===== config.mk =====
export PLATFORM = sky130hd
export DESIGN_NAME = tlb_page_table_translator_flat
export DESIGN_NICKNAME = d
export VERILOG_FILES = /design/src/hw/rtl/tlb_pkg.sv /design/src/hw/rtl/tlb_va_if.sv /design/src/hw/rtl/tlb_pa_if.sv /design/src/hw/rtl/tlb_ctrl.sv /design/src/hw/rtl/tlb_datapath.sv /design/src/hw/rtl/tlb_page_table_translator.sv /design/src/flat_wrapper.sv
export SDC_FILE = /design/constraint.sdc
export NUM_CORES = 2
export LEC_CHECK = 0
export ABC_AREA = 0
export BUFFER_PORTS_ARGS = -buffer_cell sky130_fd_sc_hd__buf_4
export CORE_MARGIN = 2
export CORE_UTILIZATION = 57
export CTS_CLUSTER_DIAMETER = 200
export DETAILED_ROUTE_END_ITERATION = 7
export HOLD_SLACK_MARGIN = 0.15
export PLACE_DENSITY = 0.76
export SLEW_MARGIN = 0
export SYNTH_ARGS = -nofsm -noshare
export SYNTH_HDL_FRONTEND = slang
export SYNTH_HIERARCHICAL = 1
export SYNTH_SLANG_ARGS = --single-unit

===== constraint.sdc =====
create_clock -name clk_i -period 4.41 [get_ports clk_i]
set_input_delay 0.6615 -clock clk_i [delete_from_list [all_inputs] [get_ports clk_i]]
set_output_delay 0.6615 -clock clk_i [all_outputs]
set_load 0.01 [all_outputs]

===== src/hw/rtl/tlb_pkg.sv =====
package tlb_pkg;

  // Sizing of the translator
  localparam int unsigned TlbEntries  = 16;
  localparam int unsigned PageCount   = 256;  // power of two
  localparam int unsigned OffsetWidth = 8;

  // Fixed field widths
  localparam int unsigned AddrWidth  = 16;
  localparam int unsigned FrameWidth = 8;

  // Derived widths
  localparam int unsigned VpnWidth     = AddrWidth - OffsetWidth;
  localparam int unsigned PageIdxWidth = $clog2(PageCount);
  localparam int unsigned TlbIdxWidth  = (TlbEntries > 1) ? $clog2(TlbEntries) : 1;

  // Commands from the controller to the datapath
  typedef struct packed {
    logic lookup;  // request taken: search TLB, read page table
    logic commit;  // resolve frame, update state, load result register
  } tlb_cmd_t;

endpackage


===== src/hw/rtl/tlb_va_if.sv =====
interface tlb_va_if;
  logic                           valid;
  logic                           ready;
  logic [tlb_pkg::AddrWidth-1:0]  virtual_address;

  modport source (output valid, output virtual_address, input ready);
  modport sink   (input valid, input virtual_address, output ready);
endinterface


===== src/hw/rtl/tlb_pa_if.sv =====
interface tlb_pa_if;
  logic                           valid;
  logic                           ready;
  logic [tlb_pkg::AddrWidth-1:0]  phys_addr;
  logic                           tlb_hit;
  logic                           page_fault;

  modport source (output valid, output phys_addr, output tlb_hit,
                  output page_fault, input ready);
  modport sink   (input valid, input phys_addr, input tlb_hit,
                  input page_fault, output ready);
endinterface


===== src/hw/rtl/tlb_ctrl.sv =====
module tlb_ctrl (
  input  logic              clk_i,
  input  logic              rst_ni,
  input  logic              req_valid_i,
  output logic              req_ready_o,
  output logic              rsp_valid_o,
  input  logic              rsp_ready_i,
  output tlb_pkg::tlb_cmd_t cmd_o
);

  typedef enum logic {
    S_IDLE,
    S_COMMIT
  } state_e;

  state_e state_q, state_d;
  logic   rsp_valid_q, rsp_valid_d;
  logic   commit;

  // Result slot is free when empty or being drained this cycle
  assign commit = (state_q == S_COMMIT) && (!rsp_valid_q || rsp_ready_i);

  assign req_ready_o  = (state_q == S_IDLE);
  assign rsp_valid_o  = rsp_valid_q;
  assign cmd_o.lookup = req_valid_i && req_ready_o;
  assign cmd_o.commit = commit;

  // Next state
  always_comb begin
    state_d     = state_q;
    rsp_valid_d = rsp_valid_q;
    if (rsp_ready_i) begin
      rsp_valid_d = 1'b0;
    end
    unique case (state_q)
      S_IDLE: begin
        if (req_valid_i) begin
          state_d = S_COMMIT;
        end
      end
      S_COMMIT: begin
        if (commit) begin
          state_d     = S_IDLE;
          rsp_valid_d = 1'b1;
        end
      end
      default: state_d = S_IDLE;
    endcase
  end

  // State and registered outputs
  always_ff @(posedge clk_i or negedge rst_ni) begin
    if (!rst_ni) begin
      state_q     <= S_IDLE;
      rsp_valid_q <= 1'b0;
    end else begin
      state_q     <= state_d;
      rsp_valid_q <= rsp_valid_d;
    end
  end

endmodule


===== src/hw/rtl/tlb_datapath.sv =====
module tlb_datapath (
  input  logic                          clk_i,
  input  logic                          rst_ni,
  input  tlb_pkg::tlb_cmd_t             cmd_i,
  input  logic [tlb_pkg::AddrWidth-1:0] virtual_address_i,
  output logic [tlb_pkg::AddrWidth-1:0] phys_addr_o,
  output logic                          tlb_hit_o,
  output logic                          page_fault_o
);

  localparam int unsigned TlbEntries   = tlb_pkg::TlbEntries;
  localparam int unsigned PageCount    = tlb_pkg::PageCount;
  localparam int unsigned OffsetWidth  = tlb_pkg::OffsetWidth;
  localparam int unsigned AddrWidth    = tlb_pkg::AddrWidth;
  localparam int unsigned FrameWidth   = tlb_pkg::FrameWidth;
  localparam int unsigned VpnWidth     = tlb_pkg::VpnWidth;
  localparam int unsigned PageIdxWidth = tlb_pkg::PageIdxWidth;
  localparam int unsigned TlbIdxWidth  = tlb_pkg::TlbIdxWidth;

  // TLB entries
  logic [TlbEntries-1:0]   tlb_valid_q;
  logic [PageIdxWidth-1:0] tlb_page_q  [TlbEntries];
  logic [FrameWidth-1:0]   tlb_frame_q [TlbEntries];
  logic [TlbIdxWidth-1:0]  tlb_ptr_q, tlb_ptr_d;

  // Page table: mapped flags in flops, frames in memory
  logic [PageCount-1:0]    mapped_q;
  logic [FrameWidth-1:0]   table_mem [PageCount];
  logic [FrameWidth-1:0]   table_rdata_q;
  logic [FrameWidth-1:0]   next_free_q;

  // Item held between lookup and commit
  logic [PageIdxWidth-1:0] page_q;
  logic [OffsetWidth-1:0]  offset_q;
  logic                    hit_q;
  logic [FrameWidth-1:0]   hit_frame_q;
  logic                    mapped_hit_q;

  // Result register
  logic [AddrWidth-1:0]    pa_q;
  logic                    res_hit_q;
  logic                    res_fault_q;

  // Address split, page number reduced to table size
  logic [VpnWidth+PageIdxWidth-1:0] vpn_ext;
  logic [PageIdxWidth-1:0]          page_in;
  logic [OffsetWidth-1:0]           offset_in;

  assign vpn_ext   = {{PageIdxWidth{1'b0}}, virtual_address_i[AddrWidth-1:OffsetWidth]};
  assign page_in   = vpn_ext[PageIdxWidth-1:0];
  assign offset_in = virtual_address_i[OffsetWidth-1:0];

  // Parallel TLB compare, lowest index wins
  logic                  match_any;
  logic [FrameWidth-1:0] match_frame;

  always_comb begin
    match_any   = 1'b0;
    match_frame = '0;
    for (int k = TlbEntries - 1; k >= 0; k--) begin
      if (tlb_valid_q[k] && (tlb_page_q[k] == page_in)) begin
        match_any   = 1'b1;
        match_frame = tlb_frame_q[k];
      end
    end
  end

  // Frame resolution at commit
  logic                  miss;
  logic                  fault;
  logic [FrameWidth-1:0] frame;
  logic [FrameWidth+OffsetWidth+AddrWidth-1:0] pa_ext;

  assign miss  = !hit_q;
  assign fault = miss && !mapped_hit_q;

  always_comb begin
    priority if (hit_q) begin
      frame = hit_frame_q;
    end else if (mapped_hit_q) begin
      frame = table_rdata_q;
    end else begin
      frame = next_free_q;
    end
  end

  assign pa_ext = {{AddrWidth{1'b0}}, frame, offset_q};

  // FIFO pointer wraps at the entry count
  always_comb begin
    if (tlb_ptr_q == TlbIdxWidth'(TlbEntries - 1)) begin
      tlb_ptr_d = '0;
    end else begin
      tlb_ptr_d = tlb_ptr_q + 1'b1;
    end
  end

  // Lookup capture
  always_ff @(posedge clk_i or negedge rst_ni) begin
    if (!rst_ni) begin
      hit_q        <= 1'b0;
      mapped_hit_q <= 1'b0;
    end else if (cmd_i.lookup) begin
      hit_q        <= match_any;
      mapped_hit_q <= mapped_q[page_in];
    end
  end

  always_ff @(posedge clk_i) begin
    if (cmd_i.lookup) begin
      page_q      <= page_in;
      offset_q    <= offset_in;
      hit_frame_q <= match_frame;
    end
  end

  // Page table frame memory
  always_ff @(posedge clk_i) begin
    if (cmd_i.lookup) begin
      table_rdata_q <= table_mem[page_in];
    end
  end

  always_ff @(posedge clk_i) begin
    if (cmd_i.commit && fault) begin
      table_mem[page_q] <= next_free_q;
    end
  end

  // Control state updated on commit
  always_ff @(posedge clk_i or negedge rst_ni) begin
    if (!rst_ni) begin
      tlb_valid_q <= '0;
      tlb_ptr_q   <= '0;
      mapped_q    <= '0;
      next_free_q <= '0;
    end else if (cmd_i.commit) begin
      if (miss) begin
        tlb_valid_q[tlb_ptr_q] <= 1'b1;
        tlb_ptr_q              <= tlb_ptr_d;
      end
      if (fault) begin
        mapped_q[page_q] <= 1'b1;
        next_free_q      <= next_free_q + 1'b1;
      end
    end
  end

  // TLB payload insert
  always_ff @(posedge clk_i) begin
    if (cmd_i.commit && miss) begin
      tlb_page_q[tlb_ptr_q]  <= page_q;
      tlb_frame_q[tlb_ptr_q] <= frame;
    end
  end

  // Result register
  always_ff @(posedge clk_i) begin
    if (cmd_i.commit) begin
      pa_q        <= pa_ext[AddrWidth-1:0];
      res_hit_q   <= hit_q;
      res_fault_q <= fault;
    end
  end

  assign phys_addr_o  = pa_q;
  assign tlb_hit_o    = res_hit_q;
  assign page_fault_o = res_fault_q;

endmodule


===== src/hw/rtl/tlb_page_table_translator.sv =====
// Flow: a request is taken in S_IDLE, where the TLB is searched and the page table read;
// in S_COMMIT the result is registered and then shows on the response port.
// One request at a time: the page table memory read is followed by the commit,
// which writes it back on a fault; a stalled response holds the commit cycle.
// Reset: asynchronous, clears TLB valid bits, FIFO pointer, page mapped flags and the
// free frame counter; no clearing pass, the block takes requests right after reset.
module tlb_page_table_translator (
  input  logic      clk_i,
  input  logic      rst_ni,
  tlb_va_if.sink    req_i,
  tlb_pa_if.source  rsp_o
);

  tlb_pkg::tlb_cmd_t cmd;

  // Sequencer
  tlb_ctrl u_ctrl (
    .clk_i       (clk_i),
    .rst_ni      (rst_ni),
    .req_valid_i (req_i.valid),
    .req_ready_o (req_i.ready),
    .rsp_valid_o (rsp_o.valid),
    .rsp_ready_i (rsp_o.ready),
    .cmd_o       (cmd)
  );

  // TLB, page table and result register
  tlb_datapath u_datapath (
    .clk_i             (clk_i),
    .rst_ni            (rst_ni),
    .cmd_i             (cmd),
    .virtual_address_i (req_i.virtual_address),
    .phys_addr_o       (rsp_o.phys_addr),
    .tlb_hit_o         (rsp_o.tlb_hit),
    .page_fault_o      (rsp_o.page_fault)
  );

endmodule


===== src/flat_wrapper.sv =====
// flat-port wrapper written by rule: the top's interface ports become plain ports
module tlb_page_table_translator_flat 
  (clk_i, rst_ni, req_i_valid, req_i_virtual_address, req_i_ready, rsp_o_valid, rsp_o_phys_addr, rsp_o_tlb_hit, rsp_o_page_fault, rsp_o_ready);
  tlb_va_if req_i_i ();
  tlb_pa_if rsp_o_i ();
  input  logic clk_i;
  input  logic rst_ni;
  input wire logic [$bits(req_i_i.valid)-1:0] req_i_valid;
  input wire logic [$bits(req_i_i.virtual_address)-1:0] req_i_virtual_address;
  output wire logic [$bits(req_i_i.ready)-1:0] req_i_ready;
  output wire logic [$bits(rsp_o_i.valid)-1:0] rsp_o_valid;
  output wire logic [$bits(rsp_o_i.phys_addr)-1:0] rsp_o_phys_addr;
  output wire logic [$bits(rsp_o_i.tlb_hit)-1:0] rsp_o_tlb_hit;
  output wire logic [$bits(rsp_o_i.page_fault)-1:0] rsp_o_page_fault;
  input wire logic [$bits(rsp_o_i.ready)-1:0] rsp_o_ready;
  assign req_i_i.valid = req_i_valid;
  assign req_i_i.virtual_address = req_i_virtual_address;
  assign req_i_ready = req_i_i.ready;
  assign rsp_o_valid = rsp_o_i.valid;
  assign rsp_o_phys_addr = rsp_o_i.phys_addr;
  assign rsp_o_tlb_hit = rsp_o_i.tlb_hit;
  assign rsp_o_page_fault = rsp_o_i.page_fault;
  assign rsp_o_i.ready = rsp_o_ready;
  tlb_page_table_translator u_core (.clk_i(clk_i), .rst_ni(rst_ni), .req_i(req_i_i), .rsp_o(rsp_o_i));
endmodule

==> impl_metrics.py <==
metrics = {
    "final_layout": {
        "mostFrequentLayoutCell": "edfxtp_1",
        "final.fill_count": 10988,
        "post_route_cells_drive_above_1_share": 0.334,
        "finish.net_count": 5384,
        "syn2layout_area_growth_pct": 14.2,
        "layout_common_cells": "edfxtp_1, mux4_2, buf_4",
        "final-instance-count-excl-fill": 7911,
    },
    "timing": {
        "timing_max_transition_violations_final": 0,
        "final.setup.tns_ps": 0,
        "worstMarginPinSlew_ps": 1290,
        "final.setup_skew_ps": 76.8,
        "holdWs_ps": 314,
        "final_critical_path_setup_slack_ps": 539,
        "unrepaired_setup_endpoints_after_global_routing": "false",
        "fmaxAchievable_mhz": 258,
        "fin_crit_sh": 0.878,
        "slew_headroom": 0.141,
        "final.min_clock_period_ps": 3870,
        "finalHoldViolations": 0,
        "setup-violations-final": 0,
    },
    "drt": {
        "remaining_drc_errors": 0,
        "drtIter0Drc": 6849,
        "vias_per_instance": 6.54,
        "num_vias": 51727,
        "drt_pre_antenna_iters": 8,
        "postRouteWirelength_microns": 246000,
        "avgRoutedWirePerCell_microns": 31.1,
        "antenna_violating_nets_post_route": 0,
    },
    "cts": {
        "h-tree-depth": 5,
        "clock_insertion_delay_worst_skew_ps": 930,
        "clock_root_buffer_master": "clkbuf_16",
        "post_cts_resize_count": 0,
        "clock_sinks": 2642,
        "clk_transition_reported_paths_ps": 60,
        "cts_tree": "done",
        "cts_max_path_buffers": 4,
        "cts_made_buffers": 277,
        "post-cts-setup-buffer-count": 0,
    },
    "placed_design": {
        "dp.final_hpwl_microns": 145000,
        "dp_cells": 7425,
        "pre_cts_ws_ps": -34.3,
        "routabilityCongestion": 0.851,
        "place.port_buffers": 39,
    },
    "critical_path": {
        "critPathKind": "register to register",
        "worst-endpoint-arrival_ps": 4480,
        "critical_path.startpoint_type": "register",
        "required_ps": 5020,
        "worst_setup_path_end_kind": "register",
        "cp_max_fo": 6,
    },
    "synth": {
        "ys_warn_count": 6,
        "synthesis.nets": 4874,
        "ys_flop_type": "edfxtp_1",
        "mappedNetlistArea_sq_um": 102000,
        "seq_area_frac_synth": 0.761,
        "number_of_synthesized_register_bits": 2642,
        "syn-mean-instance-area_sq_um": 21.1,
        "post_synth_inst_count": 4849,
        "async_reset_ff_frac": 0.109,
        "synth_edf_count": 2354,
        "netlist-cell-type-count": 59,
    },
    "pwr": {
        "power.ir.vdd_worst_uv": 673,
        "design_power_total_mw": 55.9,
        "power.density_cell_area_nw_per_um2": 478,
        "power.leakage_nw": 41.9,
    },
    "die": {
        "die-area_sq_um": 183000,
        "design.core.area_sq_um": 178000,
        "initial_core_util": 0.574,
        "chipWidth_microns": 428,
        "num_rows": 155,
        "ioPinCount": 40,
        "dieHeight_microns": 428,
    },
    "global_routing": {
        "antenna_found_initial": 4,
        "grt_max_degree": 184,
        "grt_overflow_total": 0,
        "grt_util_all_layers": 0.270,
        "grt_pass1_wl_microns": 361000,
        "first_global_vias": 52735,
    },
    "run": {
        "max_capacitance_violation_count": 0,
    },
    "outcome": {
        "status": "complete, no violations",
    },
    "hold_path": {
        "hold_wc_path_type": "input port to register",
    },
}
-- stage by stage --
| step | util | instance area, sq um |
|---|---|---|
| finish | 0.655 | 117000 |
| global route | 0.655 | 117000 |
| CTS | 0.655 | 117000 |
| detailed placement | 0.607 | 108000 |
| global placement | 0.607 | 108000 |
| floorplan | - | 102000 |
-- synth_stat cells (all sizes together), types with 8 or more instances --
library cell	instances	area [sq um]
a21oi	54	270
a22oi	65	488
a31oi	9	56.3
buf	136	751
clkbuf	114	429
dfrtp	288	7210
edfxtp	2354	70700
inv	17	63.8
mux2i	19	190
mux4	714	16100
nand2	98	368
nand3	39	195
nand4	31	194
nor2	305	1140
nor2b	13	83.8
nor3	35	180
nor4	10	62.6
o211ai	8	60.1
o21a	9	67.6
o21ai	27	135
or2	274	1710
or3	9	56.3
or4	9	67.6
xnor2	121	1060
xor2	16	140
-- per-layer routing --
metal	vias up	track usage	part of all wire
met3	472	0.0493	0.10
met4	0	0.0968	0.036
met2	3220	0.434	0.49
li1	20725	-	-
met5	-	0	0
met1	27310	0.378	0.37
-- registers in the layout (all words and copies together), names as in the netlist --
name,flops
u_core/u_datapath/table_mem,2048
u_core/u_datapath/mapped_q,256
u_core/u_datapath/tlb_frame_q,128
u_core/u_datapath/tlb_page_q,128
u_core/u_datapath/phys_addr_o,16
u_core/u_datapath/tlb_valid_q,16
u_core/u_datapath/hit_frame_q,8
u_core/u_datapath/next_free_q,8
u_core/u_datapath/offset_q,8
u_core/u_datapath/page_q,8
u_core/u_datapath/table_rdata_q,8
u_core/u_datapath/tlb_ptr_q,4
u_core/u_ctrl/rsp_valid_o,1
u_core/u_ctrl/state_q,1
u_core/u_datapath/hit_q,1
u_core/u_datapath/mapped_hit_q,1
u_core/u_datapath/page_fault_o,1
u_core/u_datapath/tlb_hit_o,1
-- power by group --
part	switching [mW]	internal, mW
Clock	9.19	12.9
Combinational	2.64	1.16
Sequential	0.728	29.2
-- path summary, 6_finish.rpt --
check,to,start,slack (ps),depth (start not counted)
setup / recovery,u_core/u_datapath/table_mem[68][5]$_DFFE_PP_,u_core/u_ctrl/state_q$_DFF_PN0_,540,10
hold / removal,u_core/u_datapath/page_q[7]$_DFFE_PP_,req_i_virtual_address[15],310,1
setup reg to reg,u_core/u_datapath/table_mem[68][5]$_DFFE_PP_,u_core/u_ctrl/state_q$_DFF_PN0_,540,10
hold reg to reg,u_core/u_datapath/phys_addr_o[2]$_DFFE_PP_,u_core/u_datapath/offset_q[2]$_DFFE_PP_,420,0
max in group asynchronous,u_core/u_datapath/mapped_q[165]$_DFFE_PN0P_,rst_ni,2820,3
min in group asynchronous,u_core/u_datapath/mapped_q[124]$_DFFE_PN0P_,rst_ni,400,2
-- worst max-delay path: stages, from the launching register on --
cell and delay, ps:
dfrtp_1 430, inv_1 100, a21oi_2 150, nor2b_1 500
nor2b_1 430, nand2_1 110, nor2_1 270, nand2_1 460
buf_4 370, nor2_1 480, buf_4 260
-- final cells by class --
| cell class | instances | area (sq um) | area share |
|---|---|---|---|
| diodes | 2 | 5.00 | 0.0000428 |
| clock buffers | 372 | 7580 | 0.0648 |
| clock inverters | 102 | 903 | 0.00772 |
| inverters | 17 | 63.8 | 0.000546 |
| multi-input cells | 1940 | 23300 | 0.199 |
| flip-flops and latches | 2642 | 77900 | 0.666 |
| well taps | 2355 | 2950 | 0.0252 |
| repair buffers | 481 | 4220 | 0.0361 |
-- cell families after synthesis --
kind of cell,Yosys count,synth area share
flops,2642,0.761
simple gates,852,0.0417
mux,735,0.159
buf+inv,267,0.0121
compound gates,211,0.0140
xor+xnor,137,0.0117
fa+ha+maj,5,0.000611
-- repair_timing --
action                     4_1_cts  5_1_grt
hold buffers                    10        0
setup endpoints to repair        0        0
hold endpoints to repair        72        0
(Power assumes the default switching activity.)
